### config.mk
export PLATFORM = sky130hd
export DESIGN_NAME = mobile_identity_decoder_unit_flat
export DESIGN_NICKNAME = d
export VERILOG_FILES = /design/src/rtl/mid_pkg.sv /design/src/rtl/mid_byte_if.sv /design/src/rtl/mid_result_if.sv /design/src/rtl/mobile_identity_decoder_unit.sv /design/src/flat_wrapper.sv
export VERILOG_INCLUDE_DIRS = /design/src /design/src/rtl
export SDC_FILE = /design/constraint.sdc
export NUM_CORES = 1
export LEC_CHECK = 0
export BUFFER_PORTS_ARGS = -buffer_cell sky130_fd_sc_hd__buf_4
export CAP_MARGIN = 0
export CORE_MARGIN = 5
export CORE_UTILIZATION = 46
export DETAILED_ROUTE_END_ITERATION = 10
export PLACE_DENSITY = 0.62
export SETUP_SLACK_MARGIN = 0.3
export SYNTH_ARGS = -nofsm -noshare
export SYNTH_HDL_FRONTEND = slang
export SYNTH_SLANG_ARGS = --single-unit
### constraint.sdc
create_clock -name clk -period 17.35 [get_ports clk]
set_clock_uncertainty 0.1 [all_clocks]
set_input_delay 0.8675 -clock clk [delete_from_list [all_inputs] [get_ports clk]]
set_output_delay 0.8675 -clock clk [all_outputs]
set_load 0.02 [all_outputs]
### src/rtl/mobile_identity_decoder_unit_defines.svh
// Assertion helpers shared by the decoder RTL.
// Each macro expects clk and rst_n to be visible where it is used.
`ifndef MOBILE_IDENTITY_DECODER_UNIT_DEFINES_SVH
`define MOBILE_IDENTITY_DECODER_UNIT_DEFINES_SVH

// The condition must hold at every clock edge outside reset.
`define MID_ASSERT_ALWAYS(label, cond, msg) \
    label: assert property (@(posedge clk) disable iff (!rst_n) (cond)) else $error(msg);

// The consequent must hold in the same cycle as the antecedent.
`define MID_ASSERT_IMPLY(label, ante, cons, msg) \
    label: assert property (@(posedge clk) disable iff (!rst_n) (ante) |-> (cons)) \
        else $error(msg);

// The consequent must hold in the cycle after the antecedent.
`define MID_ASSERT_NEXT(label, ante, cons, msg) \
    label: assert property (@(posedge clk) disable iff (!rst_n) (ante) |=> (cons)) \
        else $error(msg);

`endif

### src/rtl/mid_pkg.sv
package mid_pkg;

    // Field widths of the byte and result words.
    localparam int BYTE_W  = 8;
    localparam int KIND_W  = 2;
    localparam int VALUE_W = 32;
    localparam int TYPE_W  = 3;
    localparam int COUNT_W = 4;
    localparam int STAT_W  = 2;

    // Default digit limit of an identity.
    localparam int MAX_DIGITS_DEFAULT = 15;

    // Result kinds.
    localparam logic [KIND_W-1:0] KIND_DIGIT   = 2'd0;
    localparam logic [KIND_W-1:0] KIND_TMSI    = 2'd1;
    localparam logic [KIND_W-1:0] KIND_SUMMARY = 2'd2;

    // Identity types.
    localparam logic [TYPE_W-1:0] ID_NONE   = 3'd0;
    localparam logic [TYPE_W-1:0] ID_IMSI   = 3'd1;
    localparam logic [TYPE_W-1:0] ID_IMEI   = 3'd2;
    localparam logic [TYPE_W-1:0] ID_IMEISV = 3'd3;
    localparam logic [TYPE_W-1:0] ID_TMSI   = 3'd4;

    // Status codes.
    localparam logic [STAT_W-1:0] STAT_OK        = 2'd0;
    localparam logic [STAT_W-1:0] STAT_TOO_MANY  = 2'd1;
    localparam logic [STAT_W-1:0] STAT_TRUNCATED = 2'd2;

    // Number of TMSI bytes that make one word.
    localparam logic [2:0] TMSI_BYTES = 3'd4;

    // One result word without its end-of-run flag.
    typedef struct packed {
        logic [KIND_W-1:0]  kind;
        logic [VALUE_W-1:0] value;
        logic [TYPE_W-1:0]  id_type;
        logic [COUNT_W-1:0] digit_count;
        logic [STAT_W-1:0]  status;
    } result_t;

    // All results caused by one byte, oldest in entry 0.
    typedef struct packed {
        logic [1:0]        cnt;
        result_t [2:0]     res;
    } bundle_t;

endpackage

### src/rtl/mid_byte_if.sv
interface mid_byte_if
    import mid_pkg::*;
();
    logic              valid;
    logic              ready;
    logic [BYTE_W-1:0] byte_in;
    logic              is_last;

    modport source (output valid, output byte_in, output is_last, input ready);
    modport sink   (input valid, input byte_in, input is_last, output ready);
endinterface

### src/rtl/mid_result_if.sv
interface mid_result_if
    import mid_pkg::*;
();
    logic               valid;
    logic               ready;
    logic [KIND_W-1:0]  kind;
    logic [VALUE_W-1:0] value;
    logic [TYPE_W-1:0]  id_type;
    logic [COUNT_W-1:0] digit_count;
    logic [STAT_W-1:0]  status;
    logic               last_of_run;

    modport source (output valid, output kind, output value, output id_type,
                    output digit_count, output status, output last_of_run,
                    input ready);
    modport sink   (input valid, input kind, input value, input id_type,
                    input digit_count, input status, input last_of_run,
                    output ready);
endinterface

### src/rtl/mobile_identity_decoder_unit.sv
// Mobile identity decoder. Takes the value part of a mobile identity element one
// byte per word and returns BCD digits (IMSI, IMEI, IMEISV), one 32-bit TMSI word,
// and an end summary on the byte marked last. A byte is decoded in the cycle it is
// accepted and its results (zero to three) go into a two-entry result buffer; the
// first result is offered once its entry reaches the head of the buffer. The single
// result port moves one word per cycle while the sink is ready: a byte that makes
// at most one result uses one word, a middle digit byte two, and a last digit byte
// that ends with two digits and the summary three. The input stays ready while the
// buffer has a free entry.
`include "mobile_identity_decoder_unit_defines.svh"

module mobile_identity_decoder_unit
    import mid_pkg::*;
#(
    parameter int MAX_DIGITS = MAX_DIGITS_DEFAULT
)
(
    input  logic                clk,
    input  logic                rst_n,
    mid_byte_if.sink            byte_ch,
    mid_result_if.source        result_ch
);

    localparam int DS_W = $clog2(MAX_DIGITS + 1);
    localparam logic [DS_W-1:0] MAX_DS = DS_W'(MAX_DIGITS);

    // Decoder state.
    logic               started_reg,  started_next;
    logic [TYPE_W-1:0]  kind_held_reg, kind_held_next;
    logic               odd_reg,      odd_next;
    logic [DS_W-1:0]    ds_reg,       ds_next;
    logic [VALUE_W-1:0] tmsi_reg,     tmsi_next;
    logic [2:0]         tb_reg,       tb_next;
    logic [STAT_W-1:0]  err_reg,      err_next;

    // Result buffer.
    bundle_t            bundle_reg [2];
    logic               wr_ptr_reg;
    logic               rd_ptr_reg;
    logic [1:0]         fill_reg;
    logic [1:0]         sel_reg;

    logic               in_fire;
    logic               out_fire;
    logic               push;
    logic               pop;
    bundle_t            new_bundle;
    bundle_t            head;
    logic [1:0]         last_sel;

    assign byte_ch.ready = (fill_reg != 2'd2);
    assign in_fire       = byte_ch.valid && byte_ch.ready;

    // Decode one byte against the current state.
    always_comb
    begin
        logic [BYTE_W-1:0] b;
        logic              last;
        logic [1:0]        take;
        logic [3:0]        nib [2];
        logic [1:0]        n;
        result_t           r;

        b    = byte_ch.byte_in;
        last = byte_ch.is_last;
        take = 2'b00;
        nib[0] = b[7:4];
        nib[1] = b[7:4];
        n    = 2'd0;
        r    = '0;
        new_bundle = '0;

        started_next   = started_reg;
        kind_held_next = kind_held_reg;
        odd_next       = odd_reg;
        ds_next        = ds_reg;
        tmsi_next      = tmsi_reg;
        tb_next        = tb_reg;
        err_next       = err_reg;

        if (!started_reg)
        begin
            // First byte: type, odd flag and digit one.
            started_next   = 1'b1;
            odd_next       = b[3];
            ds_next        = '0;
            tmsi_next      = '0;
            tb_next        = '0;
            err_next       = STAT_OK;
            kind_held_next = (b[2:0] >= ID_IMSI && b[2:0] <= ID_TMSI) ? b[2:0] : ID_NONE;
            if (kind_held_next >= ID_IMSI && kind_held_next <= ID_IMEISV)
            begin
                take[0] = !(last && !b[3]);
            end
        end
        else if (kind_held_reg >= ID_IMSI && kind_held_reg <= ID_IMEISV)
        begin
            // Later digit byte: low nibble, then high nibble unless it is filler.
            take[0] = 1'b1;
            nib[0]  = b[3:0];
            take[1] = !(last && !odd_reg);
        end
        else if (kind_held_reg == ID_TMSI)
        begin
            // Gather TMSI bytes big-endian.
            if (tb_reg < TMSI_BYTES)
            begin
                tmsi_next = {tmsi_reg[VALUE_W-BYTE_W-1:0], b};
                tb_next   = tb_reg + 3'd1;
                if (tb_next == TMSI_BYTES)
                begin
                    r             = '0;
                    r.kind        = KIND_TMSI;
                    r.value       = tmsi_next;
                    r.id_type     = kind_held_reg;
                    r.digit_count = '0;
                    r.status      = err_reg;
                    new_bundle.res[n] = r;
                    n = n + 2'd1;
                end
            end
        end

        // Digits past the limit are dropped and flagged.
        for (int i = 0; i < 2; i++)
        begin
            if (take[i])
            begin
                if (ds_next < MAX_DS)
                begin
                    ds_next       = ds_next + DS_W'(1);
                    r             = '0;
                    r.kind        = KIND_DIGIT;
                    r.value       = VALUE_W'(nib[i]);
                    r.id_type     = kind_held_next;
                    r.digit_count = COUNT_W'(ds_next);
                    r.status      = err_next;
                    new_bundle.res[n] = r;
                    n = n + 2'd1;
                end
                else
                begin
                    err_next = STAT_TOO_MANY;
                end
            end
        end

        // End summary, then back to the reset state.
        if (last)
        begin
            if (kind_held_next == ID_TMSI && tb_next < TMSI_BYTES)
            begin
                err_next = STAT_TRUNCATED;
            end
            r             = '0;
            r.kind        = KIND_SUMMARY;
            r.value       = '0;
            r.id_type     = kind_held_next;
            r.digit_count = COUNT_W'(ds_next);
            r.status      = err_next;
            new_bundle.res[n] = r;
            n = n + 2'd1;

            started_next   = 1'b0;
            kind_held_next = ID_NONE;
            odd_next       = 1'b0;
            ds_next        = '0;
            tmsi_next      = '0;
            tb_next        = '0;
            err_next       = STAT_OK;
        end

        new_bundle.cnt = n;
    end

    // Decoder state registers.
    always_ff @(posedge clk or negedge rst_n)
    begin
        if (!rst_n)
        begin
            started_reg   <= 1'b0;
            kind_held_reg <= ID_NONE;
            odd_reg       <= 1'b0;
            ds_reg        <= '0;
            tmsi_reg      <= '0;
            tb_reg        <= '0;
            err_reg       <= STAT_OK;
        end
        else if (in_fire)
        begin
            started_reg   <= started_next;
            kind_held_reg <= kind_held_next;
            odd_reg       <= odd_next;
            ds_reg        <= ds_next;
            tmsi_reg      <= tmsi_next;
            tb_reg        <= tb_next;
            err_reg       <= err_next;
        end
    end

    // Result buffer control.
    assign head      = bundle_reg[rd_ptr_reg];
    assign last_sel  = head.cnt - 2'd1;
    assign out_fire  = result_ch.valid && result_ch.ready;
    assign push      = in_fire && (new_bundle.cnt != 2'd0);
    assign pop       = out_fire && (sel_reg == last_sel);

    always_ff @(posedge clk or negedge rst_n)
    begin
        if (!rst_n)
        begin
            wr_ptr_reg <= 1'b0;
            rd_ptr_reg <= 1'b0;
            fill_reg   <= 2'd0;
            sel_reg    <= 2'd0;
        end
        else
        begin
            if (push)
            begin
                wr_ptr_reg <= !wr_ptr_reg;
            end
            if (pop)
            begin
                rd_ptr_reg <= !rd_ptr_reg;
                sel_reg    <= 2'd0;
            end
            else if (out_fire)
            begin
                sel_reg <= sel_reg + 2'd1;
            end
            fill_reg <= fill_reg + {1'b0, push} - {1'b0, pop};
        end
    end

    // Buffer storage.
    always_ff @(posedge clk)
    begin
        if (push)
        begin
            bundle_reg[wr_ptr_reg] <= new_bundle;
        end
    end

    // Output word.
    assign result_ch.valid       = (fill_reg != 2'd0);
    assign result_ch.kind        = head.res[sel_reg].kind;
    assign result_ch.value       = head.res[sel_reg].value;
    assign result_ch.id_type     = head.res[sel_reg].id_type;
    assign result_ch.digit_count = head.res[sel_reg].digit_count;
    assign result_ch.status      = head.res[sel_reg].status;
    assign result_ch.last_of_run = (sel_reg == last_sel);

    // Index of the final result in a freshly decoded bundle.
    function automatic logic [1:0] last_sel_new(input logic [1:0] cnt);
        last_sel_new = cnt - 2'd1;
    endfunction

    // Checks on the buffer and decoder state.
    `MID_ASSERT_ALWAYS(a_fill_bound, fill_reg <= 2'd2, "result buffer overfilled")
    `MID_ASSERT_IMPLY(a_head_nonempty, result_ch.valid, head.cnt != 2'd0 && sel_reg < head.cnt,
        "output select beyond buffered results")
    `MID_ASSERT_NEXT(a_last_resets, in_fire && byte_ch.is_last, !started_reg && err_reg == STAT_OK,
        "decoder not back at reset after last byte")
    `MID_ASSERT_ALWAYS(a_digit_limit, ds_reg <= MAX_DS, "digit count beyond limit")
    `MID_ASSERT_IMPLY(a_last_summary, in_fire && byte_ch.is_last,
        new_bundle.res[last_sel_new(new_bundle.cnt)].kind == KIND_SUMMARY,
        "last byte without end summary")

endmodule
### src/flat_wrapper.sv
// flat-port wrapper written by rule: the top's interface ports become plain ports
module mobile_identity_decoder_unit_flat import mid_pkg::*;
#(
    parameter int MAX_DIGITS = MAX_DIGITS_DEFAULT
)
  (clk, rst_n, byte_ch_valid, byte_ch_byte_in, byte_ch_is_last, byte_ch_ready, result_ch_valid, result_ch_kind, result_ch_value, result_ch_id_type, result_ch_digit_count, result_ch_status, result_ch_last_of_run, result_ch_ready);
  mid_byte_if byte_ch_i ();
  mid_result_if result_ch_i ();
  input  logic clk;
  input  logic rst_n;
  input wire logic [$bits(byte_ch_i.valid)-1:0] byte_ch_valid;
  input wire logic [$bits(byte_ch_i.byte_in)-1:0] byte_ch_byte_in;
  input wire logic [$bits(byte_ch_i.is_last)-1:0] byte_ch_is_last;
  output wire logic [$bits(byte_ch_i.ready)-1:0] byte_ch_ready;
  output wire logic [$bits(result_ch_i.valid)-1:0] result_ch_valid;
  output wire logic [$bits(result_ch_i.kind)-1:0] result_ch_kind;
  output wire logic [$bits(result_ch_i.value)-1:0] result_ch_value;
  output wire logic [$bits(result_ch_i.id_type)-1:0] result_ch_id_type;
  output wire logic [$bits(result_ch_i.digit_count)-1:0] result_ch_digit_count;
  output wire logic [$bits(result_ch_i.status)-1:0] result_ch_status;
  output wire logic [$bits(result_ch_i.last_of_run)-1:0] result_ch_last_of_run;
  input wire logic [$bits(result_ch_i.ready)-1:0] result_ch_ready;
  assign byte_ch_i.valid = byte_ch_valid;
  assign byte_ch_i.byte_in = byte_ch_byte_in;
  assign byte_ch_i.is_last = byte_ch_is_last;
  assign byte_ch_ready = byte_ch_i.ready;
  assign result_ch_valid = result_ch_i.valid;
  assign result_ch_kind = result_ch_i.kind;
  assign result_ch_value = result_ch_i.value;
  assign result_ch_id_type = result_ch_i.id_type;
  assign result_ch_digit_count = result_ch_i.digit_count;
  assign result_ch_status = result_ch_i.status;
  assign result_ch_last_of_run = result_ch_i.last_of_run;
  assign result_ch_i.ready = result_ch_ready;
  mobile_identity_decoder_unit #(.MAX_DIGITS(MAX_DIGITS)) u_core (.clk(clk), .rst_n(rst_n), .byte_ch(byte_ch_i), .result_ch(result_ch_i));
endmodule
==> impl_metrics.yaml, run 1 <==
floorplanning:
  initial_core_util: 0.466
  core_um2: 18700
  die_area_um2: 21800
  die_w_um: 148
  placementRows: 50
  ios: 59
  die_h_um: 148
worst_setup_path:
  cp_cell_sequence: "buf_4 > nand2_1 > inv_1 > ha_1 > and4_1 > nor2_1 > xnor2_1 > ha_1 > a31oi_2 > xnor2_1 > inv_1 > ha_1 > nand2_1 > clkinv_1 > nor3_2 > buf_4 > o21bai_1"
  startpoint_type: "flop"
  crit_path_end_kind: "flop"
  r2r_start: "u_core.started_reg$_DFFE_PN0P_"
  regToRegSetupSlack_ns: 11.18
  critPathSlowestCell: "nor3_2"
  cpMostUsedCell: "ha_1"
  cp_max_fo: 28
  crit_path_start: "u_core.started_reg$_DFFE_PN0P_"
  critPathArrivalTime_ns: 6.33
  cpPeakStageDelay_ns: 0.86
  r2r_cells: 17
  rr_endpoint: "u_core.bundle_reg[0][8]$_DFFE_PP_"
  crit_required_ns: 17.52
  path_class: "reg2reg"
power:
  powerDensity_nw_per_um2: 158
  p_comb_frac: 0.355
  pwr-share-clk: 0.251
  ir_drop_mv: 0.120
  p_int_mw: 1.01
  p_sw_mw: 0.560
  p_leak_nw: 3.94
  seqPwrFrac: 0.393
  p_sw_frac: 0.356
synth:
  syn_nets: 704
  yosys_warnings: 0
  async_flop_share: 0.232
  synth_cell_types: 59
  ys.flop_type: "edfxtp_1"
  postSynthAreaPerCell_um2: 12.9
  synth_edf_count: 146
  netlist_instances: 677
  syn_area_um2: 8720
  synth_seq_area_share: 0.629
  ys_seq_elements: 190
routing:
  wl_mm: 20.1
  vias: 5570
  wire_per_inst_um: 20.7
  drtIter0Drc: 467
  drc: 0
  first_pass_iters: 5
  drt-vias-per-instance: 5.72
  ant_nets: 0
outcome:
  status: "finished, final reports clean"
final_layout:
  nets: 754
  fin_cells: 974
  diodes: 0
  areaGrowthSynthToFinish_pct: 14.5
  drive_gt1_frac: 0.173
  largest_register_ffs: 146
  final_common_cell: "edfxtp_1"
  final_cell_mix: "edfxtp_1 (146), buf_4 (66), nor2_1 (63)"
cts:
  ctsHoldBuffers: 0
  post_cts_buffers: 0
  tritoncts: "built"
  cts_root_buf: "clkbuf_16"
  cts_resized: 0
  h-tree-depth: 4
  cts_buffers: 17
  clk_pin_slew_ns: 0.08
  clock_path_buffers: 2
  clkLatencyLatePin_ns: 0.44
  clock-sinks: 190
place:
  dp_hpwl_mm: 13.5
  dpl.cell_count: 942
  gp_congestion: 0.864
  port_buffers: 58
timing:
  grt_setup_unrepaired: "no"
  drv_slew: 0
  tns_ns: 0
  fmax_ghz: 0.162
  max-slew-margin-rel: 0.310
  finalSetupViolations: 0
  worst_pin_slew_ns: 1.03
  finalCriticalPeriod_ns: 6.17
  period_share: 0.355
  hold_viol_final: 0
global_route:
  grt_start_max_net_pins: 74
  grt.total_usage: 0.191
  grt_overflow: 0
  grt_pass1_wl_mm: 31.8
  grt_pass1_vias: 5518
  antenna_found_initial: 0
job:
  drv_cap: 0
min_path:
  hold_class: "in2async"
## power groups by stage
stage	clock network (mW)	logic [mW]	registers [mW]
6_report	0.396	0.559	0.619
2_1_floorplan	0	0.389	0.608
3_3_place_gp	0	0.560	0.626
5_1_grt	0.423	0.607	0.628
3_5_place_dp	0	0.567	0.630
4_1_cts	0.404	0.569	0.620
## worst max-delay path: cells and delay by family, from the launching register on
family	cells	cell delay, ns
flops	1	0.36
fa+ha+maj	3	0.83
xor+xnor	2	0.59
simple gates	5	2.14
compound gates	2	0.81
buf+inv	5	1.18
## synthesized netlist by cell type (2+ instances only)
cell type	n	area (um^2)
xor2_1	4	35.0
a221oi_1	2	17.5
and3_1	8	50.1
mux4_2	14	315
buf_2	5	25.0
o22ai_1	20	125
o21ai_0	26	130
nor2_1	63	236
nor3b_1	3	22.5
a22oi_1	4	30.0
inv_1	30	113
nand3_1	11	55.1
o211a_1	2	20.0
and2_1	35	219
nand4_1	5	31.3
mux2_2	3	33.8
buf_1	7	26.3
ha_1	14	175
a21o_1	2	15.0
xnor2_1	9	78.8
nor2b_1	4	25.0
edfxtp_1	146	4380
o211ai_1	3	22.5
mux2i_1	49	490
a31oi_1	5	31.3
a22o_1	22	193
nand2_1	51	191
a31o_2	3	26.3
or2_2	2	12.5
clkbuf_1	22	82.6
o31ai_1	3	22.5
dfrtp_1	44	1100
nand2b_1	5	31.3
a21oi_1	19	95.1
o32ai_1	2	17.5
nor3_1	7	35.0
## stage by stage
stage          power [mW]  area [um^2]  hold WS [ns]  worst slack (ns)   util
6_report             1.57         9990         0.315             11.18  0.534
5_1_grt              1.66         9990         0.360             10.64  0.534
4_1_cts              1.59         9990         0.323             11.24  0.534
3_5_place_dp         1.20         9380         0.386             11.30  0.501
3_3_place_gp         1.19         9380         0.377             11.45  0.501
2_1_floorplan       0.998         8720         0.355              9.49      -
## per-layer routing
layer  part of all wire  track usage  up-vias
li1                   -            -     2615
met1               0.46        0.271     2803
met2               0.47        0.300      129
met3              0.043       0.0349       23
met4              0.021       0.0596        0
met5                  0            0        -
## cell type report
| class | instances | area [um^2] |
|---|---|---|
| Timing Repair Buffer | 66 | 495 |
| Tap cell | 234 | 293 |
| Clock buffer | 17 | 425 |
| Multi-Input combinational cell | 421 | 2990 |
| Inverter | 31 | 116 |
| Fill cell | 1582 | 8720 |
| Clock inverter | 15 | 180 |
| Sequential cell | 190 | 5490 |
## worst max path at each step
| stage | to | slack, ns | cells past startpoint |
|---|---|---|---|
| 2_1_floorplan | u_core.bundle_reg[0][0]$_DFFE_PP_ | 9.49 | 20 |
| 3_3_place_gp | u_core.bundle_reg[0][8]$_DFFE_PP_ | 11.45 | 15 |
| 3_5_place_dp | u_core.bundle_reg[0][8]$_DFFE_PP_ | 11.30 | 17 |
| 4_1_cts | u_core.bundle_reg[0][8]$_DFFE_PP_ | 11.24 | 17 |
| 5_1_grt | u_core.bundle_reg[0][8]$_DFFE_PP_ | 10.64 | 17 |
| 6_report | u_core.bundle_reg[0][8]$_DFFE_PP_ | 11.18 | 17 |
## cell families (layout without fill, tap and decap cells)
kind of cell | after synthesis | in the layout | share of synthesized area
AOI/OAI and AO/OA | 124 | 124 | 0.0974
DFF | 190 | 190 | 0.629
buffers and inverters | 66 | 129 | 0.0300
and+or+nand+nor | 204 | 204 | 0.115
adders and majority gates | 14 | 14 | 0.0201
muxes | 66 | 66 | 0.0962
xor gates and xnor gates | 13 | 13 | 0.0131
Note: power is estimated with default switching activity, not from simulation.
==> inputs of run 2 (changes only) <==
Settings changed: ABC_AREA set to 1, PLACE_DENSITY 0.62 to 0.65.
Clock period 17.35 ns to 5.1 ns, I/O delays scaled along.
==> run 2 against run 1 <==
Largest power group is now combinational cells. Critical endpoint is now u_core.bundle_reg[0][43]$_DFFE_PP_. Final cell count is 17% higher. Highest routed layer unchanged. First-iteration DRC count is 26% higher. Synthesized cell count is 25% higher. Non-clock buffer count is 1 lower. Hold slack worse by 0.26 ns. Critical path depth is 4 higher.
==> impl_metrics.yaml, run 2 <==
worst_setup_path:
  cp_max_fo: 30
  path_class: "reg2reg"
  regToRegSetupSlack_ns: 0.69
  cpMostUsedCell: "nand2_1"
  startpoint_type: "flop"
  cp_cell_sequence: "nand3_1 > nand2_2 > nand2_1 > inv_2 > nand2_1 > nand2_2 > ha_1 > inv_1 > nor2_4 > nand2_4 > nand2_8 > nand2_1 > nand2_1 > inv_1 > ha_1 > nand2_1 > nand2_1 > nand2_1 > nand3_1 > inv_2 > buf_12"
  crit_required_ns: 5.12
  cpPeakStageDelay_ns: 0.58
  crit_path_end_kind: "flop"
  critPathSlowestCell: "dfrtp_1"
  critPathArrivalTime_ns: 4.43
routing:
  wl_met2_mm: 8.86
  wl_mm: 19.9
  drt-vias-per-instance: 5.44
  ant_nets: 0
  drc: 0
  wl_met1_mm: 9.76
  wire_per_inst_um: 17.4
  first_pass_iters: 5
  drtIter0Drc: 588
  vias: 6220
  wl_met3_mm: 1.05
  top_layer: "met4"
timing:
  max-slew-margin-rel: 0.325
  finalCriticalPeriod_ns: 4.41
  setup_ws_ns: 0.690
  finalSetupViolations: 0
  tns_ns: 0
  grt_setup_unrepaired: "no"
  hold_slack_ns: 0.0586
  drv_slew: 0
  hold_viol_final: 0
  period_share: 0.865
  worst_pin_slew_ns: 1.01
  fmax_ghz: 0.227
power:
  p_int_mw: 3.51
  pwr-share-clk: 0.238
  p_leak_nw: 4.02
  powerDensity_nw_per_um2: 568
  p_sw_mw: 2.14
  seqPwrFrac: 0.376
  p_sw_frac: 0.379
  p_comb_frac: 0.385
  ir_drop_mv: 0.324
final_layout:
  nets: 923
  areaGrowthSynthToFinish_pct: 14.7
  final_common_cell: "nor2_1"
  drive_gt1_frac: 0.136
  diodes: 0
  largest_register_ffs: 146
  final_cell_mix: "nor2_1 (147), edfxtp_1 (146), o21ai_0 (105)"
  utilization: 0.534
  nFillCells: 1641
cts:
  clock-sinks: 190
  cts_resized: 0
  tritoncts: "built"
  clk_pin_slew_ns: 0.06
  cts_buffers: 17
  clkLatencyLatePin_ns: 0.42
  ctsHoldBuffers: 1
  cts_root_buf: "clkbuf_16"
  post_cts_buffers: 0
  clock_path_buffers: 2
  h-tree-depth: 4
synth:
  synth_top_family_by_area: "simple AND/OR/NAND/NOR gates"
  async_flop_share: 0.232
  synth_edf_count: 146
  postSynthAreaPerCell_um2: 10.3
  syn_nets: 872
  netlist_instances: 845
  ys_seq_elements: 190
  synth_seq_area_share: 0.632
  synth_cell_types: 43
  synth.top_cell.area_share: 0.505
  yosys_warnings: 0
  synth_common_cells: "nor2_1 (148), edfxtp_1 (146), o21ai_0 (105)"
  ys.flop_type: "edfxtp_1"
  yosys.area_share.xor_xnor: 0.00692
  muxShareOfSynthArea: 0.00115
  synth.area.top_cells: "edfxtp_1 (51%), dfrtp_1 (13%), nor2_1 (6.4%)"
  synth_compound_area_frac: 0.125
  yosysMostFrequentCell: "nor2_1"
  synth_top_cell_by_area: "edfxtp_1"
  syn_area_um2: 8680
  synth_simple_gate_area_frac: 0.152
  yosys.area_share.adder: 0.0202
global_route:
  grt_overflow: 0
  antenna_found_initial: 0
  grt_pass1_vias: 5833
  grt_pass1_wl_mm: 31.6
  grt.total_usage: 0.187
  grt_start_max_net_pins: 75
outcome:
  status: "finished, final reports clean"
place:
  gp_congestion: 0.928
  pre_cts_slack_ns: 0.741
  port_buffers: 58
  dp_hpwl_mm: 13.3
floorplanning:
  core_um2: 18600
  die_h_um: 147
  ios: 59
  die_w_um: 147
  die_area_um2: 21700
  placementRows: 50
  initial_core_util: 0.465
min_path:
  hold_class: "in2reg"
job:
  drv_cap: 0
==> run 2: cell count changes after synthesis, moves of 7 or more <==
| cell | change |
|---|---|
| nor2_1 | +85 |
| o21ai_0 | +79 |
| inv_1 | +69 |
| mux2i_1 | -48 |
| nand2_1 | +44 |
| and2_1 | -34 |
| a22o_1 | -20 |
| nand3_1 | +19 |
| o22ai_1 | +17 |
| mux4_2 | -14 |
| nor2_2 | +11 |
| and3_1 | -8 |
| o221ai_1 | +7 |
| xnor2_1 | -7 |
==> run 2: metal layers <==
metal  up-vias  track usage
met2       157        0.278
met1      3048        0.278
met4         0       0.0527
met3        17       0.0404
met5         -            0
li1       2998            -
==> run 2: metrics by stage <==
stage / power, mW / cells / instance area (um^2)
after floorplan: 3.54 / 845 / 8680
after global placement: 4.34 / 1110 / 9340
after detailed placement: 4.36 / 1110 / 9340
after CTS: 5.70 / 1143 / 9950
after global routing: 5.99 / 1143 / 9950
final: 5.65 / 1143 / 9950
==> run 2: final cells by class <==
type / instances / area [um^2] / share of cell area
clock inverters: 9 / 133 / 0.0133
multi-input cells: 517 / 2650 / 0.266
well taps: 234 / 293 / 0.0294
inverters: 105 / 394 / 0.0396
flip-flops and latches: 190 / 5490 / 0.551
clock buffers: 23 / 468 / 0.0470
repair buffers: 65 / 528 / 0.0530
==> run 2: final timing paths <==
| check | start | to | depth (start not counted) |
|---|---|---|---|
| worst max-delay path | u_core.started_reg$_DFFE_PN0P_ | u_core.bundle_reg[0][43]$_DFFE_PP_ | 21 |
| worst min-delay path | byte_ch_byte_in[2] | u_core.tmsi_reg[2]$_DFFE_PN0P_ | 3 |
| worst max register to register | u_core.started_reg$_DFFE_PN0P_ | u_core.bundle_reg[0][43]$_DFFE_PP_ | 21 |
| worst min register to register | u_core.wr_ptr_reg$_DFFE_PN0N_ | u_core.wr_ptr_reg$_DFFE_PN0N_ | 2 |
| max in group asynchronous | rst_n | u_core.rd_ptr_reg$_DFFE_PN0P_ | 2 |
| min in group asynchronous | rst_n | u_core.ds_reg[0]$_DFFE_PN0P_ | 2 |
==> run 2: cell families (layout without fill, tap and decap cells) <==
kind of cell / Yosys count / count (layout)
flip-flops: 190 / 190
adder cells (fa/ha/maj): 14 / 14
multiplexers: 1 / 1
AO/OA/AOI/OAI: 189 / 189
buffers and inverters: 138 / 202
AND/OR/NAND/NOR: 307 / 307
XOR/XNOR: 6 / 6
==> run 2: power groups by stage <==
stage,registers [mW],logic [mW],clock network (mW)
after floorplan,2.13,1.41,0
after global placement,2.15,2.19,0
after detailed placement,2.16,2.20,0
after CTS,2.13,2.21,1.36
after global routing,2.16,2.42,1.42
final,2.13,2.18,1.35
==> run 2: critical path: cells and delay by family (launching register included) <==
family,cells,cell delay [ns]
flops,1,0.58
fa+ha+maj,2,0.46
simple gates,14,1.92
buf+inv,5,1.00
==> inputs of run 3 (changes only) <==
Settings changed: REMOVE_ABC_BUFFERS set to 1.
==> run 3 against run 2 <==
First-iteration DRC count grew 2.4%. Via count fell by 0.92%. Routed wire length is 3.4% higher. Fmax increased by 2.3%. Largest cell class unchanged.
==> impl_metrics.yaml, run 3 (synthesized netlist as in run 2, its figures left out) <==
global_route:
  grt_start_max_net_pins: 74
  grt.total_usage: 0.193
  antenna_found_initial: 0
  grt_pass1_vias: 5903
  grt_overflow: 0
  grt_pass1_wl_mm: 32.4
power:
  ir_drop_mv: 0.318
  powerDensity_nw_per_um2: 570
  p_leak_nw: 4.04
  p_total_mw: 5.70
place:
  pre_cts_slack_ns: 0.664
  dp_hpwl_mm: 13.6
  port_buffers: 58
  gp_congestion: 1.01
cts:
  tritoncts: "built"
  clkLatencyLatePin_ns: 0.43
  cts_root_buf: "clkbuf_16"
  post_cts_buffers: 0
  clk_pin_slew_ns: 0.07
  h-tree-depth: 4
  clock-sinks: 190
  clock_path_buffers: 2
  cts_buffers: 17
floorplanning:
  core_um2: 18600
  placementRows: 50
  die_h_um: 147
  initial_core_util: 0.465
  die_w_um: 147
  ios: 59
  die_area_um2: 21700
worst_setup_path:
  startpoint_type: "flop"
  crit_path_end_kind: "flop"
  crit_required_ns: 5.13
  cp_max_fo: 30
  critPathArrivalTime_ns: 4.34
  path_class: "reg2reg"
routing:
  wire_per_inst_um: 18.0
  vias: 6163
  wl_mm: 20.6
  drtIter0Drc: 602
  first_pass_iters: 5
  drt-vias-per-instance: 5.38
  ant_nets: 0
  drc: 0
timing:
  period_share: 0.846
  worst_pin_slew_ns: 0.861
  finalSetupViolations: 0
  hold_viol_final: 0
  drv_slew: 0
  fmax_ghz: 0.232
  max-slew-margin-rel: 0.425
  setup_ws_ns: 0.788
  grt_setup_unrepaired: "no"
  finalCriticalPeriod_ns: 4.31
  hold_slack_ns: 0.0595
outcome:
  status: "finished, final reports clean"
final_layout:
  diodes: 0
  final_common_cell: "edfxtp_1"
  final_cell_mix: "edfxtp_1 (146), nor2_1 (145), o21ai_0 (105)"
  areaGrowthSynthToFinish_pct: 15.2
  largest_register_ffs: 146
  drive_gt1_frac: 0.146
  nFillCells: 1642
  nets: 925
job:
  drv_cap: 0
min_path:
  hold_class: "in2reg"
-- run 3: changes by cell type in the layout (fill, tap and decap cells not counted), sizes merged --
cell / change
bufinv: -2
inv: +1
clkinv: +1
buf: +2
-- run 3: per-stage QoR --
| stage | area, um^2 | TNS (ns) | util | std cells |
|---|---|---|---|---|
| after floorplan | 8520 | -100.11 | - | 812 |
| after global placement | 9360 | 0 | 0.502 | 1112 |
| after detailed placement | 9360 | 0 | 0.502 | 1112 |
| after CTS | 9990 | 0 | 0.536 | 1145 |
| after global routing | 9990 | 0 | 0.536 | 1145 |
| final | 9990 | 0 | 0.536 | 1145 |
-- run 3: path summary, 6_finish.rpt --
check	from	endpoint	slack (ns)	depth (start not counted)
max in group asynchronous	rst_n	u_core.rd_ptr_reg$_DFFE_PN0P_	4.20	2
min in group asynchronous	rst_n	u_core.tmsi_reg[21]$_DFFE_PN0P_	0.26	2
setup / recovery	u_core.tb_reg[0]$_DFFE_PN0P_	u_core.bundle_reg[0][0]$_DFFE_PP_	0.79	20
setup reg to reg	u_core.tb_reg[0]$_DFFE_PN0P_	u_core.bundle_reg[0][0]$_DFFE_PP_	0.79	20
hold reg to reg	u_core.wr_ptr_reg$_DFFE_PN0N_	u_core.wr_ptr_reg$_DFFE_PN0N_	0.38	2
hold / removal	byte_ch_byte_in[2]	u_core.tmsi_reg[2]$_DFFE_PN0P_	0.06	3
-- run 3: metal layers --
layer  wire length [um]  up-vias  track usage
met3               1110       31       0.0429
met2               9500      165        0.307
met5                  0        -            0
met1               9570     2972        0.269
li1                   -     2995            -
met4                379        0       0.0568
-- run 3: area by class of cell --
type	count	area, um^2	share of cell area
tap	234	293	0.0293
inverter	105	394	0.0394
timing repair buffer	67	543	0.0543
sequential	190	5490	0.549
clock buffer	23	520	0.0521
clock inverter	9	96.3	0.00964
multi-input combinational	517	2660	0.266
-- run 3: worst max-delay path, stage by stage (launching register included) --
cell,delay [ns]
dfrtp_1,0.39
ha_1,0.16
inv_1,0.04
ha_1,0.27
nand4_1,0.22
nor2_2,0.35
ha_1,0.19
nand2_1,0.05
o21ai_1,0.20
inv_1,0.15
ha_1,0.30
nand3_1,0.09
nand2_1,0.11
inv_1,0.07
ha_1,0.28
nand2_1,0.06
nand2_1,0.06
nand2_1,0.09
nand3_1,0.11
inv_2,0.43
buf_12,0.27
-- run 3: power by group --
part / switching [mW] / internal [mW] / leakage (nW)
Sequential: 0.154 / 2.02 / 1.98
Combinational: 1.47 / 0.698 / 1.76
Clock: 0.573 / 0.778 / 0.304
-- run 3: repair_timing --
| action | CTS | global route |
|---|---|---|
| hold buffers | 1 | 0 |
| endpoints found under the hold margin | 44 | 0 |
| setup endpoints to repair | 0 | 50 |
| resized for setup | 0 | 2 |
